**config.mk**
```make
export PLATFORM = sky130hd
export DESIGN_NAME = gravity_pair_accel_accumulator_core_flat
export DESIGN_NICKNAME = d
export VERILOG_FILES = /design/src/rtl/gpa_pkg.sv /design/src/rtl/gpa_pair_if.sv /design/src/rtl/gpa_accel_if.sv /design/src/rtl/gpa_mul.sv /design/src/rtl/gpa_sqrt.sv /design/src/rtl/gpa_div.sv /design/src/rtl/gravity_pair_accel_accumulator_core.sv /design/src/flat_wrapper.sv
export SDC_FILE = /design/constraint.sdc
export NUM_CORES = 2
export LEC_CHECK = 0
export BUFFER_PORTS_ARGS = -buffer_cell sky130_fd_sc_hd__buf_2
export CORE_MARGIN = 3
export CORE_UTILIZATION = 49
export CTS_CLUSTER_SIZE = 30
export DETAILED_ROUTE_END_ITERATION = 8
export PLACE_DENSITY_LB_ADDON = 0.05
export SETUP_SLACK_MARGIN = 0.4
export SLEW_MARGIN = 20
export SYNTH_ARGS = -nofsm -noshare
export SYNTH_HDL_FRONTEND = slang
export SYNTH_SLANG_ARGS = --single-unit
```
**constraint.sdc**
```tcl
create_clock -name clk -period 8.8 [get_ports clk]
set_input_delay 1.32 -clock clk [delete_from_list [all_inputs] [get_ports clk]]
set_output_delay 1.32 -clock clk [all_outputs]
set_load 0.02 [all_outputs]
```
**src/rtl/gpa_pkg.sv**
```systemverilog
// Package for the gravity pair acceleration accumulator.
// Field widths, fixed-point constants and the saturating helpers.
// No dependencies.
package gpa_pkg;

    localparam int FIELD_BITS      = 32;
    localparam int MASS_BITS       = 32;
    localparam int ACC_BITS        = 64;
    localparam int FRAC_SHIFT      = 48;
    localparam int COORD_BITS_DEF  = 32;

    localparam logic [ACC_BITS-1:0] ACC_MIN = {1'b1, {(ACC_BITS-1){1'b0}}};
    localparam logic [ACC_BITS-1:0] ACC_MAX = {1'b0, {(ACC_BITS-1){1'b1}}};

    // Signed add that clamps to the 64-bit range.
    function automatic logic [ACC_BITS-1:0] sat_add(input logic [ACC_BITS-1:0] a,
                                                    input logic [ACC_BITS-1:0] b);
        logic [ACC_BITS-1:0] r;
        r = a + b;
        if (a[ACC_BITS-1] == b[ACC_BITS-1] && r[ACC_BITS-1] != a[ACC_BITS-1])
        begin
            r = a[ACC_BITS-1] ? ACC_MIN : ACC_MAX;
        end
        return r;
    endfunction

    // Turns an unsigned quotient and the sign of the difference into a clamped term.
    function automatic logic [ACC_BITS-1:0] signed_term(input logic [ACC_BITS-1:0] q,
                                                        input logic ovf,
                                                        input logic neg);
        logic [ACC_BITS-1:0] t;
        if (ovf || (q[ACC_BITS-1] && (|q[ACC_BITS-2:0])))
        begin
            t = neg ? ACC_MIN : ACC_MAX;
        end
        else if (!neg)
        begin
            t = (q == ACC_MIN) ? ACC_MAX : q;
        end
        else
        begin
            t = ACC_BITS'(0) - q;
        end
        return t;
    endfunction

endpackage

```
**src/rtl/gpa_pair_if.sv**
```systemverilog
// Input channel of the accumulator: one body pair per item.
// Depends on gpa_pkg for the field widths.
interface gpa_pair_if;
    import gpa_pkg::*;
    logic                          valid;
    logic                          ready;
    logic signed [FIELD_BITS-1:0]  target_x;
    logic signed [FIELD_BITS-1:0]  target_y;
    logic signed [FIELD_BITS-1:0]  target_z;
    logic signed [FIELD_BITS-1:0]  source_x;
    logic signed [FIELD_BITS-1:0]  source_y;
    logic signed [FIELD_BITS-1:0]  source_z;
    logic        [MASS_BITS-1:0]   source_mass;
    logic                          first_pair;
    logic                          last_pair;

    modport source (output valid, target_x, target_y, target_z, source_x, source_y,
                    source_z, source_mass, first_pair, last_pair, input ready);
    modport sink (input valid, target_x, target_y, target_z, source_x, source_y,
                  source_z, source_mass, first_pair, last_pair, output ready);
endinterface

```
**src/rtl/gpa_accel_if.sv**
```systemverilog
// Output channel of the accumulator: one summed acceleration per item.
// Depends on gpa_pkg for the accumulator width.
interface gpa_accel_if;
    import gpa_pkg::*;
    logic                        valid;
    logic                        ready;
    logic signed [ACC_BITS-1:0]  accel_x;
    logic signed [ACC_BITS-1:0]  accel_y;
    logic signed [ACC_BITS-1:0]  accel_z;

    modport source (output valid, accel_x, accel_y, accel_z, input ready);
    modport sink (input valid, accel_x, accel_y, accel_z, output ready);
endinterface

```
**src/rtl/gpa_mul.sv**
```systemverilog
// Bit-serial shift-add multiplier: one bit of b per cycle.
// Standalone; no package use.
module gpa_mul #(
    parameter int AW = 33,
    parameter int BW = 33
) (
    input  logic             clk,
    input  logic             rst_n,
    input  logic             start,
    input  logic [AW-1:0]    a,
    input  logic [BW-1:0]    b,
    output logic             done,
    output logic [AW+BW-1:0] prod
);
    localparam int PW = AW + BW;
    localparam int CW = $clog2(BW + 1);

    logic          busy_reg;
    logic          done_reg;
    logic [CW-1:0] cnt_reg;
    logic [PW-1:0] a_reg;
    logic [BW-1:0] b_reg;
    logic [PW-1:0] acc_reg;

    always_ff @(posedge clk or negedge rst_n)
    begin
        if (!rst_n)
        begin
            busy_reg <= 1'b0;
            done_reg <= 1'b0;
            cnt_reg  <= '0;
        end
        else
        begin
            done_reg <= busy_reg && (cnt_reg == CW'(1));
            if (start)
            begin
                busy_reg <= 1'b1;
                cnt_reg  <= CW'(BW);
            end
            else if (busy_reg)
            begin
                cnt_reg <= cnt_reg - CW'(1);
                if (cnt_reg == CW'(1))
                begin
                    busy_reg <= 1'b0;
                end
            end
        end
    end

    always_ff @(posedge clk)
    begin
        if (start)
        begin
            a_reg   <= {{BW{1'b0}}, a};
            b_reg   <= b;
            acc_reg <= '0;
        end
        else if (busy_reg)
        begin
            if (b_reg[0])
            begin
                acc_reg <= acc_reg + a_reg;
            end
            a_reg <= {a_reg[PW-2:0], 1'b0};
            b_reg <= {1'b0, b_reg[BW-1:1]};
        end
    end

    assign done = done_reg;
    assign prod = acc_reg;
endmodule

```
**src/rtl/gpa_sqrt.sv**
```systemverilog
// Digit-by-digit integer square root: two radicand bits per cycle.
// Standalone; SW must be even.
module gpa_sqrt #(
    parameter int SW = 66
) (
    input  logic            clk,
    input  logic            rst_n,
    input  logic            start,
    input  logic [SW-1:0]   radicand,
    output logic            done,
    output logic [SW/2-1:0] root
);
    localparam int RW = SW / 2;
    localparam int CW = $clog2(RW + 1);

    logic          busy_reg;
    logic          done_reg;
    logic [CW-1:0] cnt_reg;
    logic [SW-1:0] s_reg;
    logic [RW-1:0] root_reg;
    logic [RW+1:0] rem_reg;
    logic [RW+1:0] rem_sh;
    logic [RW+1:0] trial;

    assign rem_sh = {rem_reg[RW-1:0], s_reg[SW-1:SW-2]};
    assign trial  = {root_reg, 2'b01};

    always_ff @(posedge clk or negedge rst_n)
    begin
        if (!rst_n)
        begin
            busy_reg <= 1'b0;
            done_reg <= 1'b0;
            cnt_reg  <= '0;
        end
        else
        begin
            done_reg <= busy_reg && (cnt_reg == CW'(1));
            if (start)
            begin
                busy_reg <= 1'b1;
                cnt_reg  <= CW'(RW);
            end
            else if (busy_reg)
            begin
                cnt_reg <= cnt_reg - CW'(1);
                if (cnt_reg == CW'(1))
                begin
                    busy_reg <= 1'b0;
                end
            end
        end
    end

    always_ff @(posedge clk)
    begin
        if (start)
        begin
            s_reg    <= radicand;
            root_reg <= '0;
            rem_reg  <= '0;
        end
        else if (busy_reg)
        begin
            s_reg <= {s_reg[SW-3:0], 2'b00};
            if (rem_sh >= trial)
            begin
                rem_reg  <= rem_sh - trial;
                root_reg <= {root_reg[RW-2:0], 1'b1};
            end
            else
            begin
                rem_reg  <= rem_sh;
                root_reg <= {root_reg[RW-2:0], 1'b0};
            end
        end
    end

    assign done = done_reg;
    assign root = root_reg;
endmodule

```
**src/rtl/gpa_div.sv**
```systemverilog
// Restoring bit-serial divider: one quotient bit per cycle.
// Keeps the low 64 quotient bits and a flag for any higher bit set.
module gpa_div #(
    parameter int NW = 113,
    parameter int DW = 99
) (
    input  logic          clk,
    input  logic          rst_n,
    input  logic          start,
    input  logic [NW-1:0] num,
    input  logic [DW-1:0] den,
    output logic          done,
    output logic [63:0]   quot,
    output logic          ovf
);
    localparam int CW = $clog2(NW + 1);

    logic          busy_reg;
    logic          done_reg;
    logic [CW-1:0] cnt_reg;
    logic [NW-1:0] num_reg;
    logic [DW-1:0] den_reg;
    logic [DW-1:0] rem_reg;
    logic [63:0]   q_reg;
    logic          ovf_reg;
    logic [DW:0]   rem_sh;
    logic [DW:0]   diff;
    logic          fits;

    assign rem_sh = {rem_reg, num_reg[NW-1]};
    assign diff   = rem_sh - {1'b0, den_reg};
    assign fits   = !diff[DW];

    always_ff @(posedge clk or negedge rst_n)
    begin
        if (!rst_n)
        begin
            busy_reg <= 1'b0;
            done_reg <= 1'b0;
            cnt_reg  <= '0;
        end
        else
        begin
            done_reg <= busy_reg && (cnt_reg == CW'(1));
            if (start)
            begin
                busy_reg <= 1'b1;
                cnt_reg  <= CW'(NW);
            end
            else if (busy_reg)
            begin
                cnt_reg <= cnt_reg - CW'(1);
                if (cnt_reg == CW'(1))
                begin
                    busy_reg <= 1'b0;
                end
            end
        end
    end

    always_ff @(posedge clk)
    begin
        if (start)
        begin
            num_reg <= num;
            den_reg <= den;
            rem_reg <= '0;
            q_reg   <= '0;
            ovf_reg <= 1'b0;
        end
        else if (busy_reg)
        begin
            num_reg <= {num_reg[NW-2:0], 1'b0};
            rem_reg <= fits ? diff[DW-1:0] : rem_sh[DW-1:0];
            q_reg   <= {q_reg[62:0], fits};
            ovf_reg <= ovf_reg | q_reg[63];
        end
    end

    assign done = done_reg;
    assign quot = q_reg;
    assign ovf  = ovf_reg;
endmodule

```
**src/rtl/gravity_pair_accel_accumulator_core.sv**
```systemverilog
// A pair with coincident points ends after the squares. One pair is worked at a time and
// the next is taken once the sequencer is back in idle; the bit-serial divider, run once
// per axis over the full numerator width, is the longest step. A result item still waiting
// at the output holds the end of the next group's last pair until it is taken.
// Reset (rst_n, asynchronous, active low) clears the sums, the sequencer and the output.
module gravity_pair_accel_accumulator_core
    import gpa_pkg::*;
#(
    parameter int COORD_BITS = COORD_BITS_DEF
) (
    input  logic  clk,
    input  logic  rst_n,
    gpa_pair_if.sink    pair,
    gpa_accel_if.source result
);
    localparam int DBW = COORD_BITS + 1;
    localparam int SBW = 2 * DBW;
    localparam int RBW = DBW;
    localparam int DNW = SBW + RBW;
    localparam int PMW = DBW + MASS_BITS;
    localparam int NMW = PMW + FRAC_SHIFT;

    typedef enum logic [3:0] {
        ST_IDLE, ST_SQ_GO, ST_SQ_WAIT, ST_RT_GO, ST_RT_WAIT, ST_DN_GO, ST_DN_WAIT,
        ST_NM_GO, ST_NM_WAIT, ST_DV_GO, ST_DV_WAIT, ST_FIN
    } state_t;

    state_t               state_reg;
    logic [1:0]           axis_reg;
    logic [DBW-1:0]       mag_reg [3];
    logic [2:0]           neg_reg;
    logic [MASS_BITS-1:0] mass_reg;
    logic                 last_reg;
    logic [SBW-1:0]       s_reg;
    logic [ACC_BITS-1:0]  sum_reg [3];
    logic                 res_valid_reg;
    logic [ACC_BITS-1:0]  res_reg [3];

    logic [FIELD_BITS-1:0] tf [3];
    logic [FIELD_BITS-1:0] sf [3];
    logic [COORD_BITS-1:0] tc [3];
    logic [COORD_BITS-1:0] sc [3];
    logic [DBW-1:0]        d [3];
    logic [DBW-1:0]        mag [3];

    logic           sq_done, rt_done, dn_done, nm_done, dv_done, dv_ovf;
    logic [SBW-1:0] sq_prod;
    logic [RBW-1:0] rt_root;
    logic [DNW-1:0] dn_prod;
    logic [PMW-1:0] nm_prod;
    logic [63:0]    dv_quot;
    logic [SBW-1:0] s_next;
    logic [ACC_BITS-1:0] term;
    logic           accept;
    logic           res_load;

    assign tf[0] = pair.target_x;
    assign tf[1] = pair.target_y;
    assign tf[2] = pair.target_z;
    assign sf[0] = pair.source_x;
    assign sf[1] = pair.source_y;
    assign sf[2] = pair.source_z;

    // Coordinates are the low COORD_BITS bits of the field; above the field they are zero.
    for (genvar k = 0; k < 3; k++)
    begin : g_axis
        for (genvar i = 0; i < COORD_BITS; i++)
        begin : g_bit
            if (i < FIELD_BITS)
            begin : g_in
                assign tc[k][i] = tf[k][i];
                assign sc[k][i] = sf[k][i];
            end
            else
            begin : g_out
                assign tc[k][i] = 1'b0;
                assign sc[k][i] = 1'b0;
            end
        end
        assign d[k]   = {sc[k][COORD_BITS-1], sc[k]} - {tc[k][COORD_BITS-1], tc[k]};
        assign mag[k] = d[k][DBW-1] ? (DBW'(0) - d[k]) : d[k];
    end

    assign accept       = pair.valid && pair.ready;
    assign pair.ready   = (state_reg == ST_IDLE);
    assign s_next       = s_reg + sq_prod;
    assign term         = signed_term(dv_quot, dv_ovf, neg_reg[axis_reg]);
    assign res_load     = (state_reg == ST_FIN) && last_reg && (!res_valid_reg || result.ready);

    gpa_mul #(.AW(DBW), .BW(DBW)) u_sq_mul (
        .clk, .rst_n, .start(state_reg == ST_SQ_GO), .a(mag_reg[axis_reg]),
        .b(mag_reg[axis_reg]), .done(sq_done), .prod(sq_prod)
    );

    gpa_sqrt #(.SW(SBW)) u_sqrt (
        .clk, .rst_n, .start(state_reg == ST_RT_GO), .radicand(s_reg),
        .done(rt_done), .root(rt_root)
    );

    gpa_mul #(.AW(SBW), .BW(RBW)) u_den_mul (
        .clk, .rst_n, .start(state_reg == ST_DN_GO), .a(s_reg), .b(rt_root),
        .done(dn_done), .prod(dn_prod)
    );

    gpa_mul #(.AW(DBW), .BW(MASS_BITS)) u_num_mul (
        .clk, .rst_n, .start(state_reg == ST_NM_GO), .a(mag_reg[axis_reg]), .b(mass_reg),
        .done(nm_done), .prod(nm_prod)
    );

    gpa_div #(.NW(NMW), .DW(DNW)) u_div (
        .clk, .rst_n, .start(state_reg == ST_DV_GO), .num({nm_prod, {FRAC_SHIFT{1'b0}}}),
        .den(dn_prod), .done(dv_done), .quot(dv_quot), .ovf(dv_ovf)
    );

    always_ff @(posedge clk or negedge rst_n)
    begin
        if (!rst_n)
        begin
            state_reg     <= ST_IDLE;
            axis_reg      <= '0;
            neg_reg       <= '0;
            mass_reg      <= '0;
            last_reg      <= 1'b0;
            s_reg         <= '0;
            res_valid_reg <= 1'b0;
            for (int k = 0; k < 3; k++)
            begin
                mag_reg[k] <= '0;
                sum_reg[k] <= '0;
                res_reg[k] <= '0;
            end
        end
        else
        begin
            if (res_load)
            begin
                res_valid_reg <= 1'b1;
            end
            else if (res_valid_reg && result.ready)
            begin
                res_valid_reg <= 1'b0;
            end
            unique case (state_reg)
                ST_IDLE:
                begin
                    if (accept)
                    begin
                        for (int k = 0; k < 3; k++)
                        begin
                            mag_reg[k] <= mag[k];
                            neg_reg[k] <= d[k][DBW-1];
                            if (pair.first_pair)
                            begin
                                sum_reg[k] <= '0;
                            end
                        end
                        mass_reg  <= pair.source_mass;
                        last_reg  <= pair.last_pair;
                        s_reg     <= '0;
                        axis_reg  <= '0;
                        state_reg <= ST_SQ_GO;
                    end
                end
                ST_SQ_GO:   state_reg <= ST_SQ_WAIT;
                ST_SQ_WAIT:
                begin
                    if (sq_done)
                    begin
                        s_reg <= s_next;
                        if (axis_reg == 2'd2)
                        begin
                            axis_reg  <= '0;
                            state_reg <= (s_next == '0) ? ST_FIN : ST_RT_GO;
                        end
                        else
                        begin
                            axis_reg  <= axis_reg + 2'd1;
                            state_reg <= ST_SQ_GO;
                        end
                    end
                end
                ST_RT_GO:   state_reg <= ST_RT_WAIT;
                ST_RT_WAIT: if (rt_done) state_reg <= ST_DN_GO;
                ST_DN_GO:   state_reg <= ST_DN_WAIT;
                ST_DN_WAIT: if (dn_done) state_reg <= ST_NM_GO;
                ST_NM_GO:   state_reg <= ST_NM_WAIT;
                ST_NM_WAIT: if (nm_done) state_reg <= ST_DV_GO;
                ST_DV_GO:   state_reg <= ST_DV_WAIT;
                ST_DV_WAIT:
                begin
                    if (dv_done)
                    begin
                        sum_reg[axis_reg] <= sat_add(sum_reg[axis_reg], term);
                        if (axis_reg == 2'd2)
                        begin
                            state_reg <= ST_FIN;
                        end
                        else
                        begin
                            axis_reg  <= axis_reg + 2'd1;
                            state_reg <= ST_NM_GO;
                        end
                    end
                end
                ST_FIN:
                begin
                    if (!last_reg)
                    begin
                        state_reg <= ST_IDLE;
                    end
                    else if (res_load)
                    begin
                        for (int k = 0; k < 3; k++)
                        begin
                            res_reg[k] <= sum_reg[k];
                        end
                        state_reg <= ST_IDLE;
                    end
                end
                default:    state_reg <= ST_IDLE;
            endcase
        end
    end

    assign result.valid   = res_valid_reg;
    assign result.accel_x = res_reg[0];
    assign result.accel_y = res_reg[1];
    assign result.accel_z = res_reg[2];
endmodule

```
**src/flat_wrapper.sv**
```systemverilog
// flat-port wrapper written by rule: the top's interface ports become plain ports
module gravity_pair_accel_accumulator_core_flat import gpa_pkg::*;
#(
    parameter int COORD_BITS = COORD_BITS_DEF
)
  (clk, rst_n, pair_valid, pair_target_x, pair_target_y, pair_target_z, pair_source_x, pair_source_y, pair_source_z, pair_source_mass, pair_first_pair, pair_last_pair, pair_ready, result_valid, result_accel_x, result_accel_y, result_accel_z, result_ready);
  gpa_pair_if pair_i ();
  gpa_accel_if result_i ();
  input  logic clk;
  input  logic rst_n;
  input wire logic [$bits(pair_i.valid)-1:0] pair_valid;
  input wire logic [$bits(pair_i.target_x)-1:0] pair_target_x;
  input wire logic [$bits(pair_i.target_y)-1:0] pair_target_y;
  input wire logic [$bits(pair_i.target_z)-1:0] pair_target_z;
  input wire logic [$bits(pair_i.source_x)-1:0] pair_source_x;
  input wire logic [$bits(pair_i.source_y)-1:0] pair_source_y;
  input wire logic [$bits(pair_i.source_z)-1:0] pair_source_z;
  input wire logic [$bits(pair_i.source_mass)-1:0] pair_source_mass;
  input wire logic [$bits(pair_i.first_pair)-1:0] pair_first_pair;
  input wire logic [$bits(pair_i.last_pair)-1:0] pair_last_pair;
  output wire logic [$bits(pair_i.ready)-1:0] pair_ready;
  output wire logic [$bits(result_i.valid)-1:0] result_valid;
  output wire logic [$bits(result_i.accel_x)-1:0] result_accel_x;
  output wire logic [$bits(result_i.accel_y)-1:0] result_accel_y;
  output wire logic [$bits(result_i.accel_z)-1:0] result_accel_z;
  input wire logic [$bits(result_i.ready)-1:0] result_ready;
  assign pair_i.valid = pair_valid;
  assign pair_i.target_x = pair_target_x;
  assign pair_i.target_y = pair_target_y;
  assign pair_i.target_z = pair_target_z;
  assign pair_i.source_x = pair_source_x;
  assign pair_i.source_y = pair_source_y;
  assign pair_i.source_z = pair_source_z;
  assign pair_i.source_mass = pair_source_mass;
  assign pair_i.first_pair = pair_first_pair;
  assign pair_i.last_pair = pair_last_pair;
  assign pair_ready = pair_i.ready;
  assign result_valid = result_i.valid;
  assign result_accel_x = result_i.accel_x;
  assign result_accel_y = result_i.accel_y;
  assign result_accel_z = result_i.accel_z;
  assign result_i.ready = result_ready;
  gravity_pair_accel_accumulator_core #(.COORD_BITS(COORD_BITS)) u_core (.clk(clk), .rst_n(rst_n), .pair(pair_i), .result(result_i));
endmodule
```
# Word-level counts from Yosys, hierarchy flattened

Index checks and enable logic that the tools add are counted.

Logic and storage cells: 236
Register bits: 1651
ROM bits: 0
Latch bits: 0
Output and inout port bits: 194
Input port bits: 230
Memories kept: 0
Bits in writable memories: 0

Multiply operators: 0
Reductions and logical operators: 37
Add/subtract/negate cells: 20
Multiplexer cells: 93
Div/mod/pow operators: 0
Bitwise operators: 2
Equality and inequality tests: 29
Shift-type cells: 0
Order comparisons: 4

Operator list:

| kind                  | count |
|---|---|
| $mux 64               | 12 |
| $mux 33               | 14 |
| $mux 66               | 6 |
| $mux 192              | 2 |
| $pmux 192 s2          | 1 |
| $mux 113              | 2 |
| $bwmux 192            | 1 |
| $add 66x66->66        | 2 |
| $pmux 66 s2           | 1 |
| $bmux 64 s2           | 1 |
| $demux 64 s2          | 1 |
| $sub 100x99->100      | 1 |
| $add 99x99->99        | 1 |
| $mux 99               | 1 |
| $sub 1x33->33 const A | 3 |
| $sub 32x32->33        | 3 |
| $bmux 33 s2           | 1 |
| $logic_not 66->1      | 1 |
| $add 65x65->65        | 1 |
| $add 64x64->64        | 1 |
| $eq 64x64->1 const B  | 1 |
| $mux 32               | 2 |
| $sub 1x64->64 const A | 1 |
| $reduce_or 63->1      | 1 |
| other kinds (40)      | 124 |

# Logic depth before layout (Yosys ltp)

Depth in word-level cells: 13
Depth in mapped cells: 31
Mapped depth without buffers: 27

# Hierarchy

Synthesis repeated with hierarchy kept, for this count alone.

Cell total of the unflattened synthesis: 11796
Area, all modules: 106628.5 sq um

Modules (own cells, without submodules):

| module                              | cells an instance | instances | sequential area each (sq um) | area each (sq um) |
|---|---|---|---|---|
| gravity_pair_accel_accumulator_core | 4988              | 1         | 14814.2                      | 41979.0 |
| gpa_div                             | 2151              | 1         | 9874.5                       | 21124.0 |
| gpa_mul at u_core.u_den_mul         | 1686              | 1         | 5815.6                       | 15198.3 |
| gpa_mul at u_core.u_sq_mul          | 1110              | 1         | 4164.0                       | 10416.2 |
| gpa_mul at u_core.u_num_mul         | 1124              | 1         | 4093.9                       | 10328.7 |
| gpa_sqrt                            | 737               | 1         | 3503.4                       | 7582.3 |

# Least setup slack after synthesis

No wires, ideal clock.

Kind: flip-flop to flip-flop
From: register u_core.u_div.q_reg[15] (netlist: u_core.u_div.quot[15])
To: register u_core.sum_reg[140] (netlist bit)
Setup time: 121 ps
Period minus slack after synthesis: 6436 ps
Required time: 8679 ps
Buffers on the path: 6
Path slack: 2364 ps
Cell stages (with the launch flop): 32
Arrival time: 6315 ps
Cells stage by stage: dfxtp_1 buf_6 nor4_4 or4b_4 or3_4 nor2_4 nand4b_4 or4_4 nor2_4 nand2_1 a21oi_1 buf_2 buf_4 o21ai_0 a21oi_1 ha_1 clkbuf_1 a21oi_1 o21ai_0 a41oi_1 o21ai_1 a31oi_1 o21ai_1 a21oi_1 o31ai_1 nand2b_1 o21ai_0 or3_1 buf_4 buf_4 o21a_1 a22o_1

Cells in the longest elaborated chain, start to end: 13
Elaborated cells on any way between the ends: 18
Those cells by class: add/sub: 2; eq/ne: 3; mux: 9; reduce/logical: 4

Ends and longest elaborated chain:

| what                                                                  | line                                       | text |
|---|---|---|
| start, declared                                                       | gpa_div.sv:24                              | `logic [63:0] q_reg;` |
| start signal, assigned                                                | gpa_div.sv:75                              | `q_reg <= {q_reg[62:0], fits};` |
| parallel branches: the longest is 3 deep, another holds $sub 1x64->64 | -                                          |  |
| $mux 64 *                                                             | gpa_pkg.sv:32                              | `if (ovf \|\| (q[ACC_BITS-1] && (\|q[ACC_BITS-2:0])))` |
| $add 64x64->64                                                        | gpa_pkg.sv:19                              | `r = a + b;` |
| $ne 1x1->1                                                            | gpa_pkg.sv:20                              | `if (a[ACC_BITS-1] == b[ACC_BITS-1] && r[ACC_BITS-1] != a[ACC_BITS-1])` |
| $logic_and 1x1->1                                                     | gpa_pkg.sv:20                              |  |
| $mux 64 *                                                             | gpa_pkg.sv:20                              |  |
| $mux 64 *                                                             | gravity_pair_accel_accumulator_core.sv:191 | `if (dv_done)` |
| $mux 64 *                                                             | gravity_pair_accel_accumulator_core.sv:143 | `unique case (state_reg)` |
| $bwmux 192 *                                                          | gravity_pair_accel_accumulator_core.sv:193 | `sum_reg[axis_reg] <= sat_add(sum_reg[axis_reg], term);` |
| $mux 192 *                                                            | gravity_pair_accel_accumulator_core.sv:191 |  |
| $pmux 192 s2 *                                                        | gravity_pair_accel_accumulator_core.sv:143 |  |
| end signal, assigned by index                                         | gravity_pair_accel_accumulator_core.sv:193 |  |
| end, declared                                                         | gravity_pair_accel_accumulator_core.sv:35  | `logic [ACC_BITS-1:0] sum_reg [3];` |

Mark *: on every way between the ends. The select of a mux whose other input is x is not followed.
A chain may end at the register's enable or synchronous reset.

# Worst setup path after layout

From: register u_core.u_div.q_reg[15] (netlist: u_core.u_div.quot[15])
To: register u_core.sum_reg[47] (netlist bit)

The elaborated chain is that of the path after synthesis.

==> results.sh <==
export IMPL_pre_cts_slack_ps=291
export IMPL_io_pin_count=424
export IMPL_synth_most_common_cell="nand2_1"
export IMPL_synthArstFlopShare_pct=38.3
export IMPL_first_iter_violations=6309
export IMPL_status="complete, no violations"
export IMPL_p_per_area_nw_per_um2=416
export IMPL_grt_pass1_wl_um=462000
export IMPL_die_w_um=462
export IMPL_drc_errors=0
export IMPL_top_layer="met4"
export IMPL_critPathMaxStageDelay_ps=620
export IMPL_irDropWorstVdd_v=0.000260
export IMPL_period_share_pct=89.2
export IMPL_wl_met3_um=13900
export IMPL_layout_drive_gt1_share_pct=9.53
export IMPL_largest_reg_flops=192
export IMPL_rr_endpoint="u_core.sum_reg[47]"
export IMPL_cts_tree="done"
export IMPL_synth_nets=12800
export IMPL_criticalPathCategory="reg -> reg"
export IMPL_grt_overflow=0
export IMPL_area_growth_pct=10.1
export IMPL_die_area_um2=213000
export IMPL_clock_path_buffers=3
export IMPL_drv_slew=0
export IMPL_synth_edf_count=460
export IMPL_hold_depth=0
export IMPL_clockRootBuffer="clkbuf_16"
export IMPL_grt_max_degree=151
export IMPL_place_hpwl_um=213000
export IMPL_hp_class="reg -> reg"
export IMPL_min_from="u_core.u_den_mul.prod[6]"
export IMPL_cp_start_kind="register"
export IMPL_cap_violations=0
export IMPL_syn_area_um2=102000
export IMPL_io_buffers=423
export IMPL_path_clk_slew_ps=60
export IMPL_clock_sinks=1651
export IMPL_synthFlopType="dfrtp_1"
export IMPL_synth_seq_cells=1651
export IMPL_fin_nets=12800
export IMPL_place_congestion=0.930
export IMPL_die_h_um=462
export IMPL_tightest_slew_ps=1160
export IMPL_antenna_found_initial=5
export IMPL_seq_area_frac_synth_pct=40.1
export IMPL_setup_viol=0
export IMPL_ys_warn_count=0
export IMPL_dpl_cell_count=14500
export IMPL_cts_made_buffers=183
export IMPL_synthTopCellsByArea="dfrtp_1 16%, edfxtp_1 14%, dfxtp_1 11%"
export IMPL_ff2ff_setup_slack_ps=950
export IMPL_vias=86000
export IMPL_viasPerCell=5.81
export IMPL_worst_path_max_delay_cell="or4_4"
export IMPL_reg2reg_depth=26
export IMPL_max_freq_mhz=127
export IMPL_final_cells=14800
export IMPL_skew_ps=36.6
export IMPL_holdWs_ps=463
export IMPL_track_usage_pct=26.6
export IMPL_worstPathArrival_ps=8580
export IMPL_leakage_nw=51.9
export IMPL_end_kind="register"
export IMPL_clkLatencyLatePin_ps=840
export IMPL_worst_ep_required_time_ps=9530
export IMPL_htree_levels=4
export IMPL_detail_route_wl_per_cell_um=19.6
export IMPL_drt_met1_wl_um=138000
export IMPL_relSlewSlack_pct=21.6
export IMPL_finalSetupTns_ps=0
export IMPL_final_setup_worst_slack_ps=947
export IMPL_cp_max_fo=64
export IMPL_rows=166
export IMPL_yosys_area_top_type="dfrtp_1"
export IMPL_coreArea_um2=206000
export IMPL_yosys_area_top_type_share_pct=15.6
export IMPL_min_to="u_core.u_div.den_reg[6]"
export IMPL_hold_viol=0
export IMPL_drt_pass1_iterations=6
export IMPL_period_needed_ps=7850
export IMPL_synthDistinctLibCells=105
export IMPL_netlist_instances=11900
export IMPL_routed_wl_um=290000
export IMPL_ant_nets=0
export IMPL_start_util_pct=49.5
export IMPL_rsz0062_at_grt="false"
export IMPL_synth_common_cells="2,050 x nand2_1, 1,126 x a21oi_1, 1,005 x o21ai_0, 903 x nor2_1, 633 x dfrtp_1"
export IMPL_first_global_vias=82700
export IMPL_syn_area_per_cell_um2=8.54
export IMPL_postCtsHoldBufs=0
export IMPL_wl_met2_um=130000
export IMPL_r2r_start="u_core.u_div.quot[15]"
-- how the worst max path moves through the flow --
stage                               start             endpoint  slack (ps)  depth (start not counted)
finish              u_core.u_div.quot[15]   u_core.sum_reg[47]         950                         26
global route        u_core.u_div.quot[15]  u_core.sum_reg[183]         480                         26
CTS                 u_core.u_div.quot[15]  u_core.sum_reg[167]         510                         26
detailed placement  u_core.u_div.quot[15]  u_core.sum_reg[156]         290                         26
global placement    u_core.u_div.quot[15]   u_core.sum_reg[92]         370                         26
floorplan           u_core.u_div.quot[15]  u_core.sum_reg[140]        2360                         31
-- layer usage --
layer  up-vias  GRT usage (%)
li1      42300              -
met1     41200           37.8
met2      2099           42.8
met3       370           3.21
met4         0           7.37
met5         -              0
-- kinds of logic (layout without fill, tap and decap cells) --
group / Yosys count / after routing / share of synthesized area, %
buffers and inverters: 1112 / 1322 / 4.20
other: 0 / 2 / 0
AOI/OAI and AO/OA: 3423 / 3423 / 20.3
adders and majority gates: 614 / 614 / 7.61
and+or+nand+nor: 3975 / 3975 / 17.1
xor gates and xnor gates: 614 / 614 / 5.28
DFF: 1651 / 1651 / 40.1
muxes: 525 / 525 / 5.41
-- layout make-up --
type / count / area, um2
tap: 2688 / 3360
inverter: 458 / 1730
clock inverter: 94 / 1130
clock buffer: 252 / 5210
fill: 19200 / 93500
sequential: 1651 / 40800
timing repair buffer: 518 / 2940
antenna: 2 / 5.00
multi-input combinational: 9151 / 56900
-- repair_timing --
action | CTS | global route
gates resized for setup | 1 | 2
setup buffers | 0 | 0
hold endpoints to repair | 0 | 0
setup endpoints to repair | 147 | 179
-- stage by stage --
| stage | power, mW | cell area, um2 | util [%] |
|---|---|---|---|
| detailed placement | 38.4 | 106000 | 51.4 |
| global placement | 38.1 | 106000 | 51.4 |
| floorplan | 31.7 | 102000 | - |
| CTS | 46.7 | 112000 | 54.5 |
| global route | 50.4 | 112000 | 54.5 |
| finish | 46.6 | 112000 | 54.5 |
-- critical path, delay by kind of cell, from the launching register on --
family / cells / cell delay (ps)
adders and majority gates: 1 / 260
AOI/OAI and AO/OA: 12 / 3320
buffers and inverters: 1 / 240
and+or+nand+nor: 12 / 3290
DFF: 1 / 400
-- placed cells by master (no fill, tap or decap), drive strengths merged, types with 23 or more instances in the layout --
master,synthesis,layout
a211oi,73,73
a21boi,26,26
a21o,332,332
a21oi,1126,1126
a221oi,23,23
a22o,50,50
a31oi,101,101
a41oi,31,31
and2,54,54
and3,71,71
and4,24,24
buf,80,518
clkbuf,574,252
clkinv,1,62
dfrtp,633,633
dfxtp,558,558
edfxtp,460,460
ha,604,604
inv,457,465
mux2,198,198
mux2i,327,327
nand2,2050,2050
nand2b,73,73
nand3,169,169
nand4,149,149
nor2,905,905
nor2b,94,94
nor3,162,162
nor3b,23,23
nor4,45,45
o211ai,30,30
o21a,153,153
o21ai,1052,1052
o21bai,117,117
o22a,26,26
o31ai,57,57
or2,28,28
or3,53,53
xnor2,373,373
xor2,241,241
-- where the power goes --
part           switching, mW  leakage [nW]  internal (mW)
Sequential              2.55          17.6           11.4
Clock                   3.30          3.10           4.70
Combinational           15.3          31.2           9.34
Total                   21.2          51.9           25.4
Power figures use the tool's default switching activity.
